==> src/rtl/core/mfr_pkg.sv <==
// Package for the mixed fraction reducer: widths, status codes and the
// control struct that runs between the sequencer and the serial divider.
`timescale 1ns / 1ps
`default_nettype none
package mfr_pkg;
	localparam int unsigned WIDTH = 32;
	localparam int unsigned DEN_W = 31;
	localparam int unsigned MAG_W = 33;
	localparam int unsigned TOT_W = 64;
	localparam int unsigned CNT_W = $clog2(TOT_W + 1);

	typedef enum logic [0:0] {
		ST_OK       = 1'b0,
		ST_ZERO_DEN = 1'b1
	} status_t;

	typedef struct packed {
		logic start;
		logic done;
	} div_ctl_t;
endpackage
`default_nettype wire

==> src/rtl/core/mfr_if.sv <==
// Valid/ready channel interfaces for the mixed fraction reducer.
// Depends on mfr_pkg for field widths.
`timescale 1ns / 1ps
`default_nettype none
interface mfr_in_if;
	logic valid;
	logic ready;
	logic signed [31:0] whole_part;
	logic signed [31:0] numer_in;
	logic [mfr_pkg::DEN_W-1:0] denom_in;
	modport source (output valid, whole_part, numer_in, denom_in, input ready);
	modport sink (input valid, whole_part, numer_in, denom_in, output ready);
endinterface

interface mfr_out_if;
	logic valid;
	logic ready;
	logic is_negative;
	logic [mfr_pkg::WIDTH-1:0] whole_mag;
	logic [mfr_pkg::DEN_W-1:0] numer_out;
	logic [mfr_pkg::DEN_W-1:0] denom_out;
	logic status;
	modport source (output valid, is_negative, whole_mag, numer_out, denom_out, status,
		input ready);
	modport sink (input valid, is_negative, whole_mag, numer_out, denom_out, status,
		output ready);
endinterface
`default_nettype wire

==> src/rtl/core/mixed_fraction_reducer.sv <==
// Mixed fraction reducer: one word in, one reduced word out, sequenced
// over a bit-serial multiplier and divider. Depends on mfr_pkg, mfr_if.
//
// Rate: one word at a time. The multiply runs from acceptance through an
// issue step, a load step and the 31 multiplier-bit steps. Every divide runs
// from issue to the next issue through a load, 64 quotient-bit steps and a
// step to see done. A word needs the split divide, one divide per
// Euclid step (none when the remainder is zero, at most about 46) and the
// two reducing divides. The time per word is set almost
// entirely by the one 64-step serial divider, which is reused for every
// step. A zero denominator is answered on the cycle after the word is
// taken. The result sits in an output register. The next word is taken in
// the cycle after that result has been delivered.
`timescale 1ns / 1ps
`default_nettype none
module mixed_fraction_reducer (
	input  wire logic  clk,
	input  wire logic  arst_n,
	mfr_in_if.sink     in_ch,
	mfr_out_if.source  out_ch
);
	typedef enum logic [2:0] {
		S_IDLE, S_MUL, S_SPLIT, S_GCD, S_RNUM, S_RDEN, S_OUT
	} state_t;

	state_t state_q;
	logic neg_q;
	logic [mfr_pkg::MAG_W-1:0] wmag_q, nmag_q;
	logic [mfr_pkg::DEN_W-1:0] den_q, rem_q, gb_q;
	logic [mfr_pkg::WIDTH-1:0] whole_q;
	logic mul_start_q, mul_done;
	logic [mfr_pkg::TOT_W-1:0] prod;
	mfr_pkg::div_ctl_t dctl_q, dctl_out;
	logic [mfr_pkg::TOT_W-1:0] div_a_q, quot;
	logic [mfr_pkg::DEN_W-1:0] div_b_q, drem;
	logic [mfr_pkg::TOT_W-1:0] lim;
	logic [mfr_pkg::MAG_W-1:0] wm_in, nm_in;

	assign lim = (mfr_pkg::TOT_W'(1) << mfr_pkg::WIDTH) - 1'b1;
	assign wm_in = in_ch.whole_part[31] ? (33'h1_0000_0000 - {1'b0, in_ch.whole_part})
		: {1'b0, in_ch.whole_part};
	assign nm_in = in_ch.numer_in[31] ? (33'h1_0000_0000 - {1'b0, in_ch.numer_in})
		: {1'b0, in_ch.numer_in};

	assign in_ch.ready = (state_q == S_IDLE);

	mfr_mul u_mul (
		.clk(clk), .arst_n(arst_n), .start(mul_start_q), .a(wmag_q), .b(den_q),
		.done(mul_done), .prod(prod)
	);

	mfr_div u_div (
		.clk(clk), .arst_n(arst_n), .ctl_in(dctl_q), .dividend(div_a_q), .divisor(div_b_q),
		.ctl_out(dctl_out), .quot(quot), .rem(drem)
	);

	always_ff @(posedge clk or negedge arst_n) begin
		if (!arst_n) begin
			state_q <= S_IDLE;
			out_ch.valid <= 1'b0;
			out_ch.is_negative <= 1'b0;
			out_ch.whole_mag <= '0;
			out_ch.numer_out <= '0;
			out_ch.denom_out <= '0;
			out_ch.status <= mfr_pkg::ST_OK;
			mul_start_q <= 1'b0;
			dctl_q <= '0;
			neg_q <= 1'b0;
			wmag_q <= '0;
			nmag_q <= '0;
			den_q <= '0;
			rem_q <= '0;
			gb_q <= '0;
			whole_q <= '0;
			div_a_q <= '0;
			div_b_q <= '0;
		end else begin
			mul_start_q <= 1'b0;
			dctl_q <= '0;
			case (state_q)
				S_IDLE: begin
					if (in_ch.valid) begin
						if (in_ch.denom_in == '0) begin
							out_ch.is_negative <= 1'b0;
							out_ch.whole_mag <= '0;
							out_ch.numer_out <= '0;
							out_ch.denom_out <= '0;
							out_ch.status <= mfr_pkg::ST_ZERO_DEN;
							out_ch.valid <= 1'b1;
							state_q <= S_OUT;
						end else begin
							neg_q <= in_ch.whole_part[31] | in_ch.numer_in[31];
							wmag_q <= wm_in;
							nmag_q <= nm_in;
							den_q <= in_ch.denom_in;
							mul_start_q <= 1'b1;
							state_q <= S_MUL;
						end
					end
				end
				S_MUL: begin
					if (mul_done) begin
						// numerator magnitude may be 2^31; add it at full width
						div_a_q <= prod + mfr_pkg::TOT_W'(nmag_q);
						div_b_q <= den_q;
						dctl_q.start <= 1'b1;
						state_q <= S_SPLIT;
					end
				end
				S_SPLIT: begin
					if (dctl_out.done) begin
						whole_q <= (quot > lim) ? lim[mfr_pkg::WIDTH-1:0]
							: quot[mfr_pkg::WIDTH-1:0];
						rem_q <= drem;
						gb_q <= drem;
						if (drem == '0) begin
							div_a_q <= '0;
							div_b_q <= den_q;
							dctl_q.start <= 1'b1;
							state_q <= S_RNUM;
						end else begin
							div_a_q <= mfr_pkg::TOT_W'(den_q);
							div_b_q <= drem;
							dctl_q.start <= 1'b1;
							state_q <= S_GCD;
						end
					end
				end
				S_GCD: begin
					if (dctl_out.done) begin
						gb_q <= drem;
						if (drem == '0) begin
							div_a_q <= mfr_pkg::TOT_W'(rem_q);
							div_b_q <= gb_q;
							dctl_q.start <= 1'b1;
							state_q <= S_RNUM;
						end else begin
							div_a_q <= mfr_pkg::TOT_W'(gb_q);
							div_b_q <= drem;
							dctl_q.start <= 1'b1;
						end
					end
				end
				S_RNUM: begin
					if (dctl_out.done) begin
						out_ch.numer_out <= quot[mfr_pkg::DEN_W-1:0];
						div_a_q <= mfr_pkg::TOT_W'(den_q);
						dctl_q.start <= 1'b1;
						state_q <= S_RDEN;
					end
				end
				S_RDEN: begin
					if (dctl_out.done) begin
						out_ch.denom_out <= quot[mfr_pkg::DEN_W-1:0];
						out_ch.is_negative <= neg_q;
						out_ch.whole_mag <= whole_q;
						out_ch.status <= mfr_pkg::ST_OK;
						out_ch.valid <= 1'b1;
						state_q <= S_OUT;
					end
				end
				S_OUT: begin
					if (out_ch.ready) begin
						out_ch.valid <= 1'b0;
						state_q <= S_IDLE;
					end
				end
				default: state_q <= S_IDLE;
			endcase
		end
	end
endmodule
`default_nettype wire

==> src/rtl/core/mfr_mul.sv <==
// Shift-and-add multiplier, one multiplier bit per cycle: 33 x 31 bits.
// Depends on mfr_pkg.
`timescale 1ns / 1ps
`default_nettype none
module mfr_mul (
	input  wire logic                          clk,
	input  wire logic                          arst_n,
	input  wire logic                          start,
	input  wire logic [mfr_pkg::MAG_W-1:0]     a,
	input  wire logic [mfr_pkg::DEN_W-1:0]     b,
	output logic                               done,
	output logic [mfr_pkg::TOT_W-1:0]          prod
);
	logic [mfr_pkg::TOT_W-1:0] acc_q;
	logic [mfr_pkg::TOT_W-1:0] mcand_q;
	logic [mfr_pkg::DEN_W-1:0] mplier_q;
	logic [mfr_pkg::CNT_W-1:0] cnt_q;
	logic busy_q;

	always_ff @(posedge clk or negedge arst_n) begin
		if (!arst_n) begin
			busy_q <= 1'b0;
			done <= 1'b0;
			cnt_q <= '0;
		end else begin
			done <= 1'b0;
			if (start) begin
				busy_q <= 1'b1;
				cnt_q <= mfr_pkg::CNT_W'(mfr_pkg::DEN_W);
			end else if (busy_q) begin
				cnt_q <= cnt_q - 1'b1;
				if (cnt_q == mfr_pkg::CNT_W'(1)) begin
					busy_q <= 1'b0;
					done <= 1'b1;
				end
			end
		end
	end

	always_ff @(posedge clk) begin
		if (start) begin
			acc_q <= '0;
			mcand_q <= mfr_pkg::TOT_W'(a);
			mplier_q <= b;
		end else if (busy_q) begin
			if (mplier_q[0]) acc_q <= acc_q + mcand_q;
			mcand_q <= {mcand_q[mfr_pkg::TOT_W-2:0], 1'b0};
			mplier_q <= {1'b0, mplier_q[mfr_pkg::DEN_W-1:1]};
		end
	end

	assign prod = acc_q;
endmodule
`default_nettype wire

==> src/rtl/core/mfr_div.sv <==
// Restoring divider, one quotient bit per cycle: 64-bit dividend by a
// 31-bit divisor. Depends on mfr_pkg.
`timescale 1ns / 1ps
`default_nettype none
module mfr_div (
	input  wire logic                          clk,
	input  wire logic                          arst_n,
	input  wire mfr_pkg::div_ctl_t             ctl_in,
	input  wire logic [mfr_pkg::TOT_W-1:0]     dividend,
	input  wire logic [mfr_pkg::DEN_W-1:0]     divisor,
	output mfr_pkg::div_ctl_t                  ctl_out,
	output logic [mfr_pkg::TOT_W-1:0]          quot,
	output logic [mfr_pkg::DEN_W-1:0]          rem
);
	logic [mfr_pkg::TOT_W-1:0] quo_q;
	logic [mfr_pkg::DEN_W:0] rem_q;
	logic [mfr_pkg::DEN_W-1:0] dsr_q;
	logic [mfr_pkg::CNT_W-1:0] cnt_q;
	logic busy_q;
	logic [mfr_pkg::DEN_W:0] trial;
	logic [mfr_pkg::DEN_W+1:0] diff;

	assign trial = {rem_q[mfr_pkg::DEN_W-1:0], quo_q[mfr_pkg::TOT_W-1]};
	assign diff = {1'b0, trial} - {2'b0, dsr_q};

	always_ff @(posedge clk or negedge arst_n) begin
		if (!arst_n) begin
			busy_q <= 1'b0;
			ctl_out <= '0;
			cnt_q <= '0;
		end else begin
			ctl_out <= '0;
			if (ctl_in.start) begin
				busy_q <= 1'b1;
				cnt_q <= mfr_pkg::CNT_W'(mfr_pkg::TOT_W);
			end else if (busy_q) begin
				cnt_q <= cnt_q - 1'b1;
				if (cnt_q == mfr_pkg::CNT_W'(1)) begin
					busy_q <= 1'b0;
					ctl_out.done <= 1'b1;
				end
			end
		end
	end

	always_ff @(posedge clk) begin
		if (ctl_in.start) begin
			quo_q <= dividend;
			rem_q <= '0;
			dsr_q <= divisor;
		end else if (busy_q) begin
			if (!diff[mfr_pkg::DEN_W+1]) begin
				rem_q <= diff[mfr_pkg::DEN_W:0];
				quo_q <= {quo_q[mfr_pkg::TOT_W-2:0], 1'b1};
			end else begin
				rem_q <= trial;
				quo_q <= {quo_q[mfr_pkg::TOT_W-2:0], 1'b0};
			end
		end
	end

	assign quot = quo_q;
	assign rem = rem_q[mfr_pkg::DEN_W-1:0];
endmodule
`default_nettype wire
==> src/flat_wrapper.sv <==
// flat-port wrapper written by rule: the top's interface ports become plain ports
module mixed_fraction_reducer_flat 
  (clk, arst_n, in_ch_valid, in_ch_whole_part, in_ch_numer_in, in_ch_denom_in, in_ch_ready, out_ch_valid, out_ch_is_negative, out_ch_whole_mag, out_ch_numer_out, out_ch_denom_out, out_ch_status, out_ch_ready);
  mfr_in_if in_ch_i ();
  mfr_out_if out_ch_i ();
  input  wire logic clk;
  input  wire logic arst_n;
  input wire logic [$bits(in_ch_i.valid)-1:0] in_ch_valid;
  input wire logic [$bits(in_ch_i.whole_part)-1:0] in_ch_whole_part;
  input wire logic [$bits(in_ch_i.numer_in)-1:0] in_ch_numer_in;
  input wire logic [$bits(in_ch_i.denom_in)-1:0] in_ch_denom_in;
  output wire logic [$bits(in_ch_i.ready)-1:0] in_ch_ready;
  output wire logic [$bits(out_ch_i.valid)-1:0] out_ch_valid;
  output wire logic [$bits(out_ch_i.is_negative)-1:0] out_ch_is_negative;
  output wire logic [$bits(out_ch_i.whole_mag)-1:0] out_ch_whole_mag;
  output wire logic [$bits(out_ch_i.numer_out)-1:0] out_ch_numer_out;
  output wire logic [$bits(out_ch_i.denom_out)-1:0] out_ch_denom_out;
  output wire logic [$bits(out_ch_i.status)-1:0] out_ch_status;
  input wire logic [$bits(out_ch_i.ready)-1:0] out_ch_ready;
  assign in_ch_i.valid = in_ch_valid;
  assign in_ch_i.whole_part = in_ch_whole_part;
  assign in_ch_i.numer_in = in_ch_numer_in;
  assign in_ch_i.denom_in = in_ch_denom_in;
  assign in_ch_ready = in_ch_i.ready;
  assign out_ch_valid = out_ch_i.valid;
  assign out_ch_is_negative = out_ch_i.is_negative;
  assign out_ch_whole_mag = out_ch_i.whole_mag;
  assign out_ch_numer_out = out_ch_i.numer_out;
  assign out_ch_denom_out = out_ch_i.denom_out;
  assign out_ch_status = out_ch_i.status;
  assign out_ch_i.ready = out_ch_ready;
  mixed_fraction_reducer u_core (.clk(clk), .arst_n(arst_n), .in_ch(in_ch_i), .out_ch(out_ch_i));
endmodule
==> config.mk <==
export PLATFORM = sky130hd
export DESIGN_NAME = mixed_fraction_reducer_flat
export DESIGN_NICKNAME = d
export VERILOG_FILES = /design/src/rtl/core/mfr_pkg.sv /design/src/rtl/core/mfr_if.sv /design/src/rtl/core/mixed_fraction_reducer.sv /design/src/rtl/core/mfr_mul.sv /design/src/rtl/core/mfr_div.sv /design/src/flat_wrapper.sv
export SDC_FILE = /design/constraint.sdc
export NUM_CORES = 2
export LEC_CHECK = 0
export ABC_AREA = 0
export BUFFER_PORTS_ARGS = -buffer_cell sky130_fd_sc_hd__buf_2
export CAP_MARGIN = 30
export CORE_MARGIN = 2
export CORE_UTILIZATION = 35
export CTS_BUF_LIST = sky130_fd_sc_hd__clkbuf_2 sky130_fd_sc_hd__clkbuf_4 sky130_fd_sc_hd__clkbuf_8
export CTS_CLUSTER_DIAMETER = 60
export CTS_CLUSTER_SIZE = 40
export DETAILED_ROUTE_END_ITERATION = 7
export PLACE_DENSITY = 0.49
export SLEW_MARGIN = 5
export SYNTH_ARGS = -nofsm -noshare
export SYNTH_HDL_FRONTEND = slang
export SYNTH_HIERARCHICAL = 1
export SYNTH_SLANG_ARGS = --single-unit
==> constraint.sdc <==
create_clock -name clk -period 3.25 [get_ports clk]
set_clock_uncertainty 0.2 [all_clocks]
set_input_delay 0.325 -clock clk [delete_from_list [all_inputs] [get_ports clk]]
set_output_delay 0.325 -clock clk [all_outputs]
set_load 0.01 [all_outputs]
==> flow_summary.json <==
{
  "syn_area_sq_um": 37260,
  "cp_num_cells": 10,
  "maxSlewViolCount": 0,
  "irDropWorstVdd_v": 0.0004986,
  "root_buffer": "clkbuf_8",
  "p_leak_nw": 19.62,
  "rows": 119,
  "fmax_ghz": 0.3099,
  "fin_ws_ns": 0.02307,
  "drc": 30,
  "min_path_type": "in -> reg",
  "crit_required_ns": 3.66,
  "cp_num_buf_inv": 0,
  "violations": "DRC",
  "ys_warn_count": 6,
  "finalCriticalPeriod_ns": 3.227,
  "slew_headroom_pct": 37.63,
  "fin_nets": 4567,
  "drv_cap": 0,
  "rsz0062_at_grt": "true",
  "antenna_found_initial": 2,
  "cp_slowest_stage_delay_ns": 0.43,
  "hold_ws_ns": 0.09762,
  "arrival_ns": 3.63,
  "stdcell_count": 5794,
  "outcome": "finished with violations",
  "port_buffers": 196,
  "design_area_sq_um": 45490,
  "ios": 197,
  "post-place-ws_ns": -0.3982,
  "synthToLayoutAreaGrowth_pct": 22.09,
  "die_h_um": 330.3,
  "fillers": 10340,
  "r2r.worst_path.cells": 10,
  "worstMarginPinSlew_ns": 0.9283,
  "hold_viol_final": 0,
  "wirelength_um": 115600,
  "core_region_area_sq_um": 105400,
  "wl_per_cell_um": 19.95,
  "drt_pass1_iterations": 8,
  "reg2reg_slack_ns": 0.02,
  "power_density_nw_per_um2": 855.3,
  "gr-total-overflow": 0,
  "cp_cell_sequence": "ha_4 > fa_2 > a211oi_4 > o21bai_2 > a2111oi_4 > o21ai_4 > o2111a_2 > o2111ai_2 > xnor2_1 > a22o_1",
  "dieArea_sq_um": 109100,
  "first_iter_violations": 2060,
  "cts_buffer_depth": 3,
  "grt_max_degree": 65,
  "placedCellCount": 5470,
  "synthCells": 3843,
  "tns_ns": 0,
  "dpl.hpwl_um": 83430,
  "clock-sinks": 692,
  "worstPathMaxFanout": 6,
  "path_clk_slew_ns": 0.10,
  "crit_family": "compound AO/OA/AOI/OAI gates",
  "timing_worst_setup_path_type": "reg -> reg",
  "end_kind": "flip-flop",
  "synth_nets": 4078,
  "htreeDepth": 3,
  "start_util_pct": 35.35,
  "grt_pass1_wl_um": 175300,
  "ant_nets": 0,
  "slowest_stage": "a2111oi_4",
  "final_core_util_pct": 43.15,
  "cts_tree": "done",
  "avgSynthCellArea_sq_um": 9.696,
  "setup_violations": 0,
  "cp-start-kind": "flip-flop",
  "dpl_cell_area_sq_um": 41310,
  "grt_use_total_pct": 20.62,
  "vias_per_cell": 5.188,
  "worstHoldPathCells": 4,
  "period_share_pct": 99.29,
  "grt_pass1_vias": 29080,
  "fin_total_pwr_mw": 38.91,
  "cts_buffers": 81,
  "drive_above_1_share_pct": 23.15,
  "routabilityCongestion": 0.8838,
  "via_count": 30060,
  "clock_latency_ns": 0.75,
  "fp.dieW_um": 330.3
}
## power breakdown
part           switching [mW]  internal (mW)  leakage [nW]
Clock                    4.01           2.97         0.944
Sequential               1.63           10.8          8.10
Combinational            10.9           8.56          10.6
## metal layers
| layer | global-route usage (%) | share of wire (%) | vias to the layer above |
|---|---|---|---|
| met4 | 5.479 | 2.6 | 0 |
| met1 | 29.74 | 48 | 14450 |
| li1 | - | - | 14890 |
| met5 | 0 | 0 | - |
| met2 | 32.70 | 46 | 567 |
| met3 | 2.420 | 3.5 | 146 |
## state kept, by name, summed over array words and instances (netlist names), 32 cells and up
signal and flops:
u_core/out_ch.whole_mag 32, u_core/whole_q 32, u_core/div_a_q 64, u_core/u_mul/prod 64
u_core/wmag_q 33, u_core/nmag_q 33, u_core/u_div/quot 64, u_core/u_mul/mcand_q 64
## worst paths after layout
kind | startpoint | endpoint
setup / recovery | u_core/nmag_q[0] | u_core/div_a_q[48]
hold / removal | in_ch_whole_part[31] | u_core/wmag_q[3]
setup reg to reg | u_core/nmag_q[0] | u_core/div_a_q[48]
hold reg to reg | u_core/div_b_q[17] | u_core/u_div/dsr_q[17]
max in group asynchronous | arst_n | u_core/mul_start_q
min in group asynchronous | arst_n | u_core/den_q[20]
## placed cells by master (no fill, tap or decap), types with 43 or more instances in the layout
cell and count:
nor2_1 210, xor2_1 113, edfxtp_1 159, xnor2_1 64, buf_2 195, nand2_1 628, dfrtp_1 403, ha_1 123
o21ai_0 301, nand3_1 55, dfxtp_1 125, dlygate4sd3_1 147, inv_1 80, nand4_1 46, mux2i_1 43, nor3_1 43
mux2_2 220, clkbuf_8 83, buf_4 246, a21oi_1 286, a21o_1 68
## worst reg2reg max path, stage by stage, from the launching register on
cell,delay (ns)
dfrtp_1,0.42
ha_4,0.18
fa_2,0.42
a211oi_4,0.31
o21bai_2,0.13
a2111oi_4,0.43
o21ai_4,0.16
o2111a_2,0.38
o2111ai_2,0.21
xnor2_1,0.09
a22o_1,0.18
## final cells by class
type / count / area [sq um] / area share, %
Antenna cell: 2 / 5.005 / 0.01100
Clock buffer: 92 / 1210 / 2.660
Clock inverter: 60 / 661.9 / 1.455
Inverter: 82 / 307.8 / 0.6766
Multi-Input combinational cell: 2848 / 19030 / 41.83
Sequential cell: 692 / 17490 / 38.45
Tap cell: 1391 / 1740 / 3.826
Timing Repair Buffer: 627 / 5044 / 11.09
## timing repair
action                     CTS  global route
pin swaps                    6            49
setup buffers                0            18
setup endpoints to repair   38            95
hold buffers               148             0
hold endpoints to repair   505             0
cloned                       0             5
gates resized for setup     16           114
Power figures use the tool's default switching activity.
